$ cat src/dspm_pkg.sv
package dspm_pkg;

   // Token store capacity and derived widths
   localparam int MAX_TOKENS = 32;
   localparam int CNT_W      = $clog2(MAX_TOKENS + 1);
   localparam int IDX_W      = (MAX_TOKENS > 1) ? $clog2(MAX_TOKENS) : 1;

   // Pattern metacharacters
   localparam logic [7:0] DOT_BYTE  = 8'h2E;
   localparam logic [7:0] STAR_BYTE = 8'h2A;

   // Request beat kinds
   typedef enum logic [1:0] {
      MODE_PATTERN = 2'd0,
      MODE_TEXT    = 2'd1,
      MODE_END     = 2'd2,
      MODE_CLEAR   = 2'd3
   } dspm_mode_type;

   // Broadcast to every cell
   typedef struct packed {
      logic       restart;
      logic       text;
      logic [7:0] byte_value;
   } dspm_bcast_type;

   // Per-cell selects from the token bookkeeping
   typedef struct packed {
      logic write_tok;
      logic set_star;
      logic in_range;
   } dspm_sel_type;

endpackage

$ cat src/dspm_if.sv
interface dspm_req_if;
   logic       valid;
   logic       ready;
   logic [1:0] mode;
   logic [7:0] byte_value;

   modport source  (output valid, output mode, output byte_value, input ready);
   modport sink    (input valid, input mode, input byte_value, output ready);
   modport monitor (input valid, input mode, input byte_value, input ready);
endinterface

interface dspm_rsp_if;
   logic valid;
   logic ready;
   logic matched;
   logic pattern_overflow;

   modport source  (output valid, output matched, output pattern_overflow, input ready);
   modport sink    (input valid, input matched, input pattern_overflow, output ready);
   modport monitor (input valid, input matched, input pattern_overflow, input ready);
endinterface

$ cat src/dspm_cell.sv
module dspm_cell (
   input  logic                     clock,
   input  dspm_pkg::dspm_bcast_type bcast,
   input  dspm_pkg::dspm_sel_type   sel,
   input  logic                     restart_value,
   input  logic                     carry_in,
   input  logic                     shift_in,
   output logic                     carry_out,
   output logic                     shift_out,
   output logic                     closed,
   output logic                     starred
);
   import dspm_pkg::*;

   logic [7:0] byte_ff;
   logic       starred_ff;
   logic       active_ff;
   logic       active_in;
   logic       hit;

   // Closure: an active starred token also activates the next position
   assign closed    = active_ff | carry_in;
   assign carry_out = closed & starred_ff & sel.in_range;

   // Byte compare against this token
   assign hit = sel.in_range & closed &
                ((byte_ff == bcast.byte_value) || (byte_ff == DOT_BYTE));

   // Unstarred hit advances to the neighbor; starred hit stays here
   assign shift_out = hit & ~starred_ff;
   assign starred   = starred_ff;

   always_comb begin
      active_in = active_ff;
      if (bcast.restart) begin
         active_in = restart_value;
      end else if (bcast.text) begin
         active_in = (hit & starred_ff) | shift_in;
      end
   end

   always_ff @(posedge clock) begin
      active_ff <= active_in;
      if (sel.write_tok) begin
         byte_ff    <= bcast.byte_value;
         starred_ff <= 1'b0;
      end else if (sel.set_star) begin
         starred_ff <= 1'b1;
      end
   end

endmodule

$ cat src/dot_star_pattern_matcher.sv
// An end-of-text beat shows its result on rsp_chan in the cycle after acceptance.
// Throughput: one request beat per cycle; the row of position cells advances the
// active set and ripples the star closure within that cycle.
// Requests stall only while a result waits on rsp_chan and is not taken.
// Reset (synchronous): empty pattern, overflow clear, only position zero active.
module dot_star_pattern_matcher (
   input logic clock,
   input logic reset,
   dspm_req_if.sink   req_chan,
   dspm_rsp_if.source rsp_chan
);
   import dspm_pkg::*;

   logic [CNT_W-1:0]    total_ff, total_in;
   logic                overflow_ff, overflow_in;
   logic                final_active_ff, final_active_in;
   logic                rsp_valid_ff, rsp_valid_in;
   logic                rsp_matched_ff, rsp_matched_in;
   logic                rsp_overflow_ff, rsp_overflow_in;

   dspm_mode_type       mode;
   logic                accept;
   logic                load;
   logic                star_hit;
   logic [IDX_W-1:0]    last_idx;
   logic [CNT_W-1:0]    total_dec;
   logic                hit_final;
   dspm_bcast_type      bcast;
   dspm_sel_type        sel      [MAX_TOKENS];
   logic [MAX_TOKENS:0] carry;
   logic [MAX_TOKENS:0] shift;
   logic [MAX_TOKENS:0] closed_vec;
   logic [MAX_TOKENS-1:0] starred_vec;

   // Handshake
   assign mode           = dspm_mode_type'(req_chan.mode);
   assign req_chan.ready = ~rsp_valid_ff | rsp_chan.ready;
   assign accept         = req_chan.valid & req_chan.ready;

   // Pattern tokenizing
   assign total_dec = total_ff - CNT_W'(1);
   assign last_idx  = total_dec[IDX_W-1:0];
   assign load      = accept & (mode == MODE_PATTERN) & ~overflow_ff;
   assign star_hit  = (req_chan.byte_value == STAR_BYTE) && (total_ff != '0) &&
                      !starred_vec[last_idx];

   assign bcast.restart    = reset | (accept & ((mode == MODE_END) || (mode == MODE_CLEAR)));
   assign bcast.text       = accept & (mode == MODE_TEXT);
   assign bcast.byte_value = req_chan.byte_value;

   assign carry[0] = 1'b0;
   assign shift[0] = 1'b0;

   // Row of position cells
   for (genvar i = 0; i < MAX_TOKENS; i++) begin : g_cell
      assign sel[i].in_range  = CNT_W'(i) < total_ff;
      assign sel[i].write_tok = load & ~star_hit & (total_ff < CNT_W'(MAX_TOKENS)) &
                                (total_ff == CNT_W'(i));
      assign sel[i].set_star  = load & star_hit & (last_idx == IDX_W'(i));

      dspm_cell u_cell (
         .clock         (clock),
         .bcast         (bcast),
         .sel           (sel[i]),
         .restart_value ((i == 0) ? 1'b1 : 1'b0),
         .carry_in      (carry[i]),
         .shift_in      (shift[i]),
         .carry_out     (carry[i+1]),
         .shift_out     (shift[i+1]),
         .closed        (closed_vec[i]),
         .starred       (starred_vec[i])
      );
   end

   // Final position past the last cell
   assign closed_vec[MAX_TOKENS] = final_active_ff | carry[MAX_TOKENS];
   assign hit_final              = closed_vec[total_ff];

   always_comb begin
      total_in        = total_ff;
      overflow_in     = overflow_ff;
      final_active_in = final_active_ff;
      rsp_valid_in    = rsp_valid_ff;
      rsp_matched_in  = rsp_matched_ff;
      rsp_overflow_in = rsp_overflow_ff;

      if (load && !star_hit) begin
         if (total_ff >= CNT_W'(MAX_TOKENS)) begin
            overflow_in = 1'b1;
         end else begin
            total_in = total_ff + CNT_W'(1);
         end
      end
      if (accept && (mode == MODE_CLEAR)) begin
         total_in    = '0;
         overflow_in = 1'b0;
      end

      if (bcast.restart) begin
         final_active_in = 1'b0;
      end else if (bcast.text) begin
         final_active_in = shift[MAX_TOKENS];
      end

      // Result register
      if (rsp_chan.ready) begin
         rsp_valid_in = 1'b0;
      end
      if (accept && (mode == MODE_END)) begin
         rsp_valid_in    = 1'b1;
         rsp_matched_in  = hit_final & ~overflow_ff;
         rsp_overflow_in = overflow_ff;
      end
   end

   always_ff @(posedge clock) begin
      if (reset) begin
         total_ff        <= '0;
         overflow_ff     <= 1'b0;
         final_active_ff <= 1'b0;
         rsp_valid_ff    <= 1'b0;
      end else begin
         total_ff        <= total_in;
         overflow_ff     <= overflow_in;
         final_active_ff <= final_active_in;
         rsp_valid_ff    <= rsp_valid_in;
      end
      rsp_matched_ff  <= rsp_matched_in;
      rsp_overflow_ff <= rsp_overflow_in;
   end

   assign rsp_chan.valid            = rsp_valid_ff;
   assign rsp_chan.matched          = rsp_matched_ff;
   assign rsp_chan.pattern_overflow = rsp_overflow_ff;

endmodule

$ cat src/flat_wrapper.sv
// flat-port wrapper written by rule: the top's interface ports become plain ports
module dot_star_pattern_matcher_flat import dspm_pkg::*;
  (clock, reset, req_chan_valid, req_chan_mode, req_chan_byte_value, req_chan_ready, rsp_chan_valid, rsp_chan_matched, rsp_chan_pattern_overflow, rsp_chan_ready);
  dspm_req_if req_chan_i ();
  dspm_rsp_if rsp_chan_i ();
  input logic clock;
  input logic reset;
  input wire logic [$bits(req_chan_i.valid)-1:0] req_chan_valid;
  input wire logic [$bits(req_chan_i.mode)-1:0] req_chan_mode;
  input wire logic [$bits(req_chan_i.byte_value)-1:0] req_chan_byte_value;
  output wire logic [$bits(req_chan_i.ready)-1:0] req_chan_ready;
  output wire logic [$bits(rsp_chan_i.valid)-1:0] rsp_chan_valid;
  output wire logic [$bits(rsp_chan_i.matched)-1:0] rsp_chan_matched;
  output wire logic [$bits(rsp_chan_i.pattern_overflow)-1:0] rsp_chan_pattern_overflow;
  input wire logic [$bits(rsp_chan_i.ready)-1:0] rsp_chan_ready;
  assign req_chan_i.valid = req_chan_valid;
  assign req_chan_i.mode = req_chan_mode;
  assign req_chan_i.byte_value = req_chan_byte_value;
  assign req_chan_ready = req_chan_i.ready;
  assign rsp_chan_valid = rsp_chan_i.valid;
  assign rsp_chan_matched = rsp_chan_i.matched;
  assign rsp_chan_pattern_overflow = rsp_chan_i.pattern_overflow;
  assign rsp_chan_i.ready = rsp_chan_ready;
  dot_star_pattern_matcher u_core (.clock(clock), .reset(reset), .req_chan(req_chan_i), .rsp_chan(rsp_chan_i));
endmodule
$ cat config.mk
export PLATFORM = sky130hd
export DESIGN_NAME = dot_star_pattern_matcher_flat
export DESIGN_NICKNAME = d
export VERILOG_FILES = /design/src/dspm_pkg.sv /design/src/dspm_if.sv /design/src/dspm_cell.sv /design/src/dot_star_pattern_matcher.sv /design/src/flat_wrapper.sv
export SDC_FILE = /design/constraint.sdc
export NUM_CORES = 1
export LEC_CHECK = 0
export BUFFER_PORTS_ARGS = -buffer_cell sky130_fd_sc_hd__buf_2
export CORE_MARGIN = 2
export CORE_UTILIZATION = 56
export CTS_CLUSTER_SIZE = 25
export DETAILED_ROUTE_END_ITERATION = 10
export PLACE_DENSITY = 0.74
export SLEW_MARGIN = 30
export SYNTH_ARGS = -nofsm -noshare
export SYNTH_HDL_FRONTEND = slang
export SYNTH_SLANG_ARGS = --single-unit
$ cat constraint.sdc
create_clock -name clock -period 8.43 [get_ports clock]
set_input_delay 0 -clock clock [delete_from_list [all_inputs] [get_ports clock]]
set_output_delay 0 -clock clock [all_outputs]
set_load 0.05 [all_outputs]
======== Word-level counts from Yosys, hierarchy flattened ========
Cells that the tools add are included.
W data, S select, Z words.
word-level totals
  flip-flop bits (word level) ............. 331
  output and inout port bits .............. 4
operators by class
  $lt $le $gt $ge ......................... 36
  reductions and logical operators ........ 49
  add/subtract/negate cells ............... 2
  equal/unequal tests ..................... 130
  bitwise gates (word level) .............. 366
  multiplexer cells ....................... 6
operator list
  operator               count
  $and A1 B1 Y1          265
  $eq A8 B6 Y1 const B   33
  $eq A8 B8 Y1           32
  $eq A6 B5 Y1 const B   16
  $lt A5 B6 Y1 const A   16
  $eq A5 B5 Y1 const B   16
  $or A1 B1 Y1           65
  $eq A6 B4 Y1 const B   8
  $lt A4 B6 Y1 const A   8
  $eq A5 B4 Y1 const B   8
  $not A1 Y1             36
  $logic_or A1 B1 Y1     33
  $eq A6 B3 Y1 const B   4
  $lt A3 B6 Y1 const A   4
  $eq A5 B3 Y1 const B   4
  $eq A6 B2 Y1 const B   2
  $lt A1 B6 Y1 const A   2
  $lt A2 B6 Y1 const A   2
  $eq A5 B2 Y1 const B   2
  $lt A6 B7 Y1 const B   1
  $add A6 B1 Y6 const B  1
  $bmux W1 S6            1
  $eq A6 B1 Y1 const B   1
  $ge A6 B6 Y1 const B   1
  other kinds (17)       28

======== Logic depth before layout (Yosys ltp) ========
Gate-level depths: netlist (run 1).
  depth after elaboration ................. 99
  mapped depth ............................ 15
  depth with buffers taken out ............ 12

======== Modules after synthesis ========
A second synthesis (run 1) with hierarchy kept.
second synthesis, totals
  cell total of the unflattened synthesis .. 1409
  area, all modules ....................... 17225.3 um2
by module, submodules not included
  module                    cells each  times used  seq. area each (um2)  area each (um2)
  dspm_cell                 35          32          290.3                 473.0
  dot_star_pattern_matcher  289         1           240.2                 2090.8

======== Worst setup path before layout (run 1) ========
No wires, ideal clock.
  path kind ............................... register to register
  start ................................... register u_core.total_ff[0]
  end ..................................... register u_core.g_cell[24].u_cell.byte_ff[0] (enable)
  buffers on the path ..................... 3
  path slack .............................. 3.882 ns
  stages on the path, launching flop included .. 15
  clock period less this slack ............ 4.548 ns
  required time ........................... 8.032 ns
  arrival ................................. 4.150 ns
  path through ............................ dfxtp_1 > buf_2 > clkbuf_1 > inv_1 > ha_1 > clkbuf_1 > xnor2_1 > nand2_1 > nand3_1 > o21ai_1 > a221oi_2 > a211oi_2 > nor3_4 > nand2_1 > nor4_1
RTL lines
  element                 RTL line                         source
  from (decl)             dot_star_pattern_matcher.sv:14   logic [CNT_W-1:0] total_ff, total_in;
  from (signal assigned)  dot_star_pattern_matcher.sv:123  total_ff <= total_in;
  to (signal assigned)    dspm_cell.sv:45                  byte_ff <= bcast.byte_value;
  to (decl)               dspm_cell.sv:15                  logic [7:0] byte_ff;

==> metrics.log, run 1 <==
INFO  metric violated_checks = hold timing
INFO  metric grt_pass1_wl = 64,730 um
INFO  metric grt_overflow = 0
INFO  metric fillers = 2,272
INFO  metric synth.top_cells.by_area = edfxtp_1, dfxtp_1, xnor2_1
INFO  metric final_layout_net_count = 1,501
INFO  metric avgRoutedWirePerCell = 21.88 um
INFO  metric via_count = 12,020
INFO  metric required = 8.56 ns
INFO  metric period_needed = 5.028 ns
INFO  metric vdd.ir_drop.worst = 0.1841 mV
INFO  metric yosys_register_bits = 331
INFO  metric cts_resized = 0
INFO  metric cts.sinks = 331
INFO  metric routabilityCongestion = 1.013
INFO  metric seq_area_frac_synth = 55.21%
INFO  metric dieWidth = 176.6 um
INFO  metric drive_above_1_share = 8.295%
INFO  metric ys_types = 85
INFO  metric netlist_instances = 1,478
INFO  metric antenna_found_initial = 1
INFO  metric design_power_total = 3445 uW
INFO  metric place.detailed.instances = 1,829
INFO  metric dp_worst_setup_slack = 3.414 ns
INFO  metric synth_enable_flop_cells = 258
INFO  metric pin_count_of_the_biggest_net_entering_global_routing = 66
INFO  metric critical_path_peak_fanout = 18
INFO  metric maximum_capacitance_violations = 0
INFO  metric crit_path_start_kind = flip-flop
INFO  metric final_hold_viol_count = 2
INFO  metric avgViaCountPerCell = 6.335
INFO  metric detail_route.iter0.violations = 1,257
INFO  metric post_layout_nonfiller_instances = 1,897
INFO  metric wire_length_reported_by_the_detailed_router = 41,510 um
INFO  metric ant_diodes = 0
INFO  metric fmaxAchievable = 0.1989 GHz
INFO  metric cts.reportedPaths.clkPinSlew = 0.06 ns
INFO  metric hold_buffers = 5
INFO  metric clock-root-buffer = clkbuf_16
INFO  metric synth.yosys.warnings = 0
INFO  metric grt_setup_unrepaired = false
INFO  metric avgSynthCellArea = 11.28 um^2
INFO  metric multi_input_area = 7121 um^2
INFO  metric min_path_type = primary input to flip-flop
INFO  metric first_pass_drt_iterations = 8
INFO  metric worst-slew-pin-transition = 0.9875 ns
INFO  metric post-route-worst-setup-slack = 3.402 ns
INFO  metric pin_count = 18
INFO  metric initial_utilization = 56.57%
INFO  metric die_area = 31,180 um^2
INFO  metric fin_worst_skew = 0.01861 ns
INFO  metric detail_route.drc_violations = 0
INFO  metric number_of_setup_buffers_added_after_cts = 0
INFO  metric synth.net_count = 1,498
INFO  metric yosys.area.top_type = edfxtp_1
INFO  metric grt_use_total = 26.92%
INFO  metric timing.hold.ws = -0.002800 ns
INFO  metric postRouteAntennaNets = 0
INFO  metric power_per_cell_area = 187.9 nW/um^2
INFO  metric regArea = 9211 um^2
INFO  metric syn2layout_area_growth = 9.940%
INFO  metric synth_area = 16,680 um^2
INFO  metric clock_tree.buffer_depth = 3
INFO  metric cts_tree = built
INFO  metric worstSkewPairLatency = 0.52 ns
INFO  metric worst-endpoint-arrival = 5.16 ns
INFO  metric static_leakage = 0.005695 uW
INFO  metric maxSlewHeadroom = 34.16%
INFO  metric postSynth.asyncResetShare = 0%
INFO  metric synth_top_cell_area_share = 46.45%
INFO  metric outcome = finished, violations left
INFO  metric detailed_place_hpwl = 27,120 um
INFO  metric fp.coreArea = 29,480 um^2
INFO  metric yosys_most_used_dff = edfxtp_1
INFO  metric io_buffer_count = 17
INFO  metric worst_setup_path_end_kind = flip-flop
INFO  metric via_count_of_the_first_global_routing_pass = 11,490
INFO  metric critical_path_class = flip-flop to flip-flop
INFO  metric setup_violations = 0
INFO  metric slew_viol_final = 0
INFO  metric numCtsBuffers = 35
INFO  metric htree_levels = 2
INFO  metric die_height = 176.6 um
INFO  metric layout_worst_path_cycle_share = 59.65%
INFO  metric number_of_rows_in_the_core_area = 63
INFO  metric timing.setup.tns = 0 ns
## sequential cells by signal, summed over array words and instances, names as in the netlist
register,cells
u_core.final_active_ff,1
u_core.g_cell.u_cell.active_ff,32
u_core.g_cell.u_cell.byte_ff,256
u_core.g_cell.u_cell.starred,32
u_core.overflow_ff,1
u_core.rsp_chan.matched,1
u_core.rsp_chan.pattern_overflow,1
u_core.rsp_chan.valid,1
u_core.total_ff,6
## report_power, final
part           internal (uW)  total, uW  leakage [uW]  switching (uW)
Combinational           65.0        192       0.00224             127
Sequential              1760       1770       0.00291            7.07
Clock                    883       1480      0.000547             599
## stage by stage
stage | area (um^2) | hold slack [ns] | util [%]
floorplan | 16680 | 0.07175 | -
global placement | 17110 | 0.2031 | 58.03
detailed placement | 17130 | 0.2163 | 58.11
CTS | 18300 | 0.004757 | 62.09
global route | 18340 | 0.007123 | 62.20
finish | 18340 | -0.002800 | 62.20
## area by class of cell
type / instances / area share, %
Tap cell: 390 / 2.661
Clock inverter: 16 / 0.7506
Sequential cell: 331 / 50.24
Timing Repair Buffer: 38 / 1.522
Clock buffer: 47 / 5.363
Multi-Input combinational cell: 1044 / 38.83
Inverter: 31 / 0.6346
## path summary, 6_finish.rpt
kind,from,to,slack [ns],depth (start not counted)
max reg2reg,u_core.total_ff[1]$_SDFFE_PP0P_,u_core.g_cell[24].u_cell.byte_ff[0]$_DFFE_PP_,3.40,11
min,req_chan_byte_value[2],u_core.g_cell[2].u_cell.byte_ff[2]$_DFFE_PP_,-0.003,1
min reg2reg,u_core.final_active_ff$_SDFFE_PP0P_,u_core.final_active_ff$_SDFFE_PP0P_,0.48,2
max,u_core.total_ff[1]$_SDFFE_PP0P_,u_core.g_cell[24].u_cell.byte_ff[0]$_DFFE_PP_,3.40,11
## logic make-up (layout without fill, tap and decap cells)
group	after synthesis	after routing	share of synthesized area, %
AOI/OAI and AO/OA	288	288	11.24
xor gates and xnor gates	265	265	13.92
adders and majority gates	6	6	0.4501
buffers and inverters	103	132	2.491
DFF	331	331	55.21
muxes	11	11	1.260
and+or+nand+nor	474	474	15.43
## cell usage in the layout, fill, tap and decap left out, types with 15 or more instances in the layout
cell,instances
o21ai_0,57
nand3_1,26
nor2b_1,27
xor2_1,100
inv_1,31
dfxtp_1,71
nand4b_1,15
clkbuf_16,37
edfxtp_1,258
nor3_1,21
a21oi_1,94
nand4_1,59
xnor2_1,165
a211oi_1,15
nor4_1,48
nand2b_1,20
nand2_1,59
buf_4,23
nor2_1,125
nor4b_1,19
## cells in the mapped netlist (all sizes together) (4+ instances only)
| master | number |
|---|---|
| o21ai | 64 |
| nor2b | 28 |
| ha | 6 |
| nand3 | 26 |
| o21a | 10 |
| a21oi | 95 |
| nand4 | 59 |
| a221oi | 10 |
| a31o | 5 |
| a211oi | 16 |
| a31oi | 14 |
| nor4b | 20 |
| buf | 31 |
| or3 | 8 |
| nor4 | 50 |
| a41oi | 4 |
| edfxtp | 258 |
| and2 | 10 |
| nand2b | 20 |
| mux4 | 8 |
| a21o | 7 |
| nand2 | 59 |
| o2111ai | 5 |
| and3 | 5 |
| o211ai | 7 |
| o21bai | 4 |
| nand4b | 15 |
| or2 | 4 |
| xnor2 | 165 |
| nor2 | 126 |
| inv | 31 |
| o31ai | 4 |
| o221ai | 4 |
| nor3 | 31 |
| a211o | 4 |
| xor2 | 100 |
| dfxtp | 73 |
| clkbuf | 41 |
| nor3b | 6 |
## worst max-delay path, cell delays in order, from the launching register on
cell	delay, ns
dfxtp_1	0.82
inv_1	0.27
ha_1	0.42
xnor2_1	0.64
nand2_1	0.11
nand3_1	0.12
o21ai_1	0.11
a221oi_2	0.36
a211oi_2	0.12
nor3_4	0.39
nand2_1	0.39
nor4_2	0.89
## per-layer routing
metal | share of wire (%) | track usage (%) | vias to the layer above
li1 | - | - | 5502
met1 | 43 | 37.69 | 5873
met2 | 46 | 42.45 | 540
met3 | 7.6 | 4.393 | 101
met4 | 3.5 | 10.12 | 2
met5 | 0.043 | 0 | -
Note: power is estimated with default switching activity, not from simulation.
==> inputs of run 2 (changes only) <==
- PLACE_DENSITY: 0.74 -> 0.77
- clock period: 8.43 -> 4.5 ns (I/O delays scaled with it)
==> run 2 against run 1 <==
The flow now finishes without violations. Global-route usage increased by 0.96 points. Power increased by 96%. Clock skew increased by 0.0065 ns. Maximum frequency increased by 24%. Core utilization increased by 1.2 points. Worst setup slack got worse by 3.0 ns. Largest power group unchanged. Highest routed layer unchanged.
==> metrics.log, run 2 (same netlist as run 1, synthesis figures left out) <==
INFO  metric outcome = finished clean (was finished, violations left)
INFO  metric grt_overflow = 0 (unchanged)
INFO  metric initial_utilization = 56.57% (unchanged)
INFO  metric final_layout_net_count = 1,535 (was 1,501)
INFO  metric fin_worst_skew = 0.02512 ns (was 0.01861 ns)
INFO  metric worstSkewPairLatency = 0.52 ns (about the same)
INFO  metric drive_above_1_share = 10.39% (was 8.295%)
INFO  metric slew_viol_final = 0 (unchanged)
INFO  metric setup_violations = 0 (unchanged)
INFO  metric layout.cells.most_common_list = edfxtp_1, xnor2_1, nor2_1 (unchanged)
INFO  metric final_hold_viol_count = 0 (was 2)
INFO  metric count_of_buffer_and_inverter_cells_on_the_critical_path = 2 (was 1)
INFO  metric via_count = 12,150 (was 12,020)
INFO  metric wire_length_reported_by_the_detailed_router = 42,920 um (was 41,510 um)
INFO  metric htree_levels = 2 (unchanged)
INFO  metric ant_diodes = 0 (unchanged)
INFO  metric numCtsBuffers = 34 (was 35)
INFO  metric via_count_of_the_first_global_routing_pass = 12,120 (was 11,490)
INFO  metric critical-path-top-delay-family = simple AND/OR/NAND/NOR gates (unchanged)
INFO  metric period_needed = 4.051 ns (was 5.028 ns)
INFO  metric critPathMaxStageDelay = 0.67 ns (was 0.89 ns)
INFO  metric cts_tree = built (unchanged)
INFO  metric layout_commonest_cell = edfxtp_1 (unchanged)
INFO  metric maximum_capacitance_violations = 0 (unchanged)
INFO  metric detail_route.drc_violations = 0 (unchanged)
INFO  metric die_height = 176.6 um (unchanged)
INFO  metric pin_count_of_the_biggest_net_entering_global_routing = 45 (was 66)
INFO  metric grt_pass1_wl = 67,250 um (was 64,730 um)
INFO  metric antenna_found_initial = 0 (was 1)
INFO  metric design_power_total = 6769 uW (was 3445 uW)
INFO  metric min_path_type = primary input to flip-flop (unchanged)
INFO  metric detailed_place_hpwl = 28,710 um (was 27,120 um)
INFO  metric largest_reg_flops = 256 (unchanged)
INFO  metric avgRoutedWirePerCell = 22.24 um (was 21.88 um)
INFO  metric number_of_rows_in_the_core_area = 63 (unchanged)
INFO  metric maxSlewHeadroom = 40.07% (was 34.16%)
INFO  metric clock-root-buffer = clkbuf_16 (unchanged)
INFO  metric fmaxAchievable = 0.2468 GHz (was 0.1989 GHz)
INFO  metric post-route-worst-setup-slack = 0.4487 ns (was 3.402 ns)
INFO  metric avgViaCountPerCell = 6.295 (was 6.335)
INFO  metric static_leakage = 0.005921 uW (was 0.005695 uW)
INFO  metric worst_setup_path_end_kind = flip-flop (unchanged)
INFO  metric critical_path_class = flip-flop to flip-flop (unchanged)
INFO  metric postRouteAntennaNets = 0 (unchanged)
INFO  metric regMostFlops = u_core.g_cell.u_cell.byte_ff (unchanged)
INFO  metric cts.sinks = 331 (unchanged)
INFO  metric pin_count = 18 (unchanged)
INFO  metric grt_use_total = 27.88% (was 26.92%)
INFO  metric power_per_cell_area = 362.0 nW/um^2 (was 187.9 nW/um^2)
INFO  metric timing.setup.tns = 0 ns (unchanged)
INFO  metric worst-slew-pin-transition = 0.8971 ns (was 0.9875 ns)
INFO  metric dp_worst_setup_slack = 0.4724 ns (was 3.414 ns)
INFO  metric io_buffer_count = 17 (unchanged)
INFO  metric cts_resized = 0 (unchanged)
INFO  metric worst-endpoint-arrival = 4.18 ns (was 5.16 ns)
INFO  metric first_pass_drt_iterations = 5 (was 8)
INFO  metric critical_path_peak_fanout = 9 (was 18)
INFO  metric required = 4.63 ns (was 8.56 ns)
INFO  metric grt_setup_unrepaired = false (unchanged)
INFO  metric crit_slowest_cell = nor2_1 (was nor4_2)
INFO  metric dieWidth = 176.6 um (unchanged)
INFO  metric fp.coreArea = 29,480 um^2 (unchanged)
INFO  metric cts.reportedPaths.clkPinSlew = 0.07 ns (was 0.06 ns)
INFO  metric syn2layout_area_growth = 12.12% (was 9.940%)
INFO  metric clock_tree.buffer_depth = 3 (unchanged)
INFO  metric layout_worst_path_cycle_share = 90.03% (was 59.65%)
INFO  metric vdd.ir_drop.worst = 0.2438 mV (was 0.1841 mV)
INFO  metric dpl-instance-area = 17,370 um^2 (was 17,130 um^2)
INFO  metric post-route-cell-area = 18,700 um^2 (was 18,340 um^2)
INFO  metric routabilityCongestion = 0.9926 (was 1.013)
INFO  metric detail_route.iter0.violations = 1,366 (was 1,257)
INFO  metric die_area = 31,180 um^2 (unchanged)
INFO  metric crit_path_cell_trace = inv_1 > ha_1 > xnor2_1 > nand2_1 > nand3_1 > o21ai_1 > a221oi_2 > a211oi_2 > nor2_1 > nand2_1 > buf_4 > nor2_1 (was inv_1 > ha_1 > xnor2_1 > nand2_1 > nand3_1 > o21ai_1 > a221oi_2 > a211oi_2 > nor3_4 > nand2_1 > nor4_2)
INFO  metric crit_path_start_kind = flip-flop (unchanged)
run 2: cell count changes in the layout (fill, tap and decap cells not counted), moves of 2 or more:
cell / change
nor4_2: +3
buf_4: +33
dlygate4sd3_1: +3
nor3_1: +4
clkbuf_16: -2
nor4_1: -2
nor3_2: -4
bufinv_16: +6
clkbuf_1: -7
run 2: per-layer routing:
layer / part of all wire (%) / routed length [um] / GRT usage (%)
met5: 0.079 / 34 / 0.8013
met4: 3.6 / 1526 / 11.02
met3: 9.2 / 3942 / 6.158
met2: 45 / 19270 / 43.38
met1: 42 / 18150 / 38.17
run 2: worst register-to-register path, stage by stage, from the launching register on:
cell	delay (ns)
dfxtp_2	0.32
inv_1	0.10
ha_1	0.34
xnor2_1	0.58
nand2_1	0.11
nand3_1	0.11
o21ai_1	0.11
a221oi_2	0.36
a211oi_2	0.12
nor2_1	0.18
nand2_1	0.36
buf_4	0.29
nor2_1	0.67
run 2: per-stage QoR:
stage	utilization, %	hold WS, ns	std cells
2_1_floorplan	-	0.07175	1478
3_3_place_gp	58.89	0.2059	1861
3_5_place_dp	58.93	0.2059	1861
4_1_cts	63.40	0.01597	1930
5_1_grt	63.43	0.05293	1930
6_report	63.43	0.02991	1930
run 2: path summary, 6_finish.rpt:
kind,from,to,slack [ns],cells past startpoint
setup / recovery,u_core.total_ff[0]$_SDFFE_PP0P_,u_core.g_cell[2].u_cell.byte_ff[0]$_DFFE_PP_,0.45,12
hold / removal,req_chan_mode[1],u_core.rsp_chan.matched$_DFFE_PP_,0.03,3
setup reg to reg,u_core.total_ff[0]$_SDFFE_PP0P_,u_core.g_cell[2].u_cell.byte_ff[0]$_DFFE_PP_,0.45,12
hold reg to reg,u_core.final_active_ff$_SDFFE_PP0P_,u_core.final_active_ff$_SDFFE_PP0P_,0.46,2
run 2: power by group:
group	internal, uW	leakage [uW]	switching, uW
sequential	3300	0.00291	12.9
clock	1920	0.000603	1160
combinational	130	0.00241	243
total	5350	0.00592	1420
run 2: what timing repair did:
action | CTS | global route
buffers inserted | 0 | 0
hold buffers | 8 | 0
hold endpoints to repair | 66 | 0
run 2: layout make-up:
class / count / area, um^2
Timing Repair Buffer: 73 / 545.5
Sequential cell: 331 / 9211
Inverter: 31 / 116.4
Fill cell: 2235 / 10780
Clock buffer: 38 / 907.1
Multi-Input combinational cell: 1044 / 7102
Clock inverter: 23 / 330.3
Tap cell: 390 / 488.0
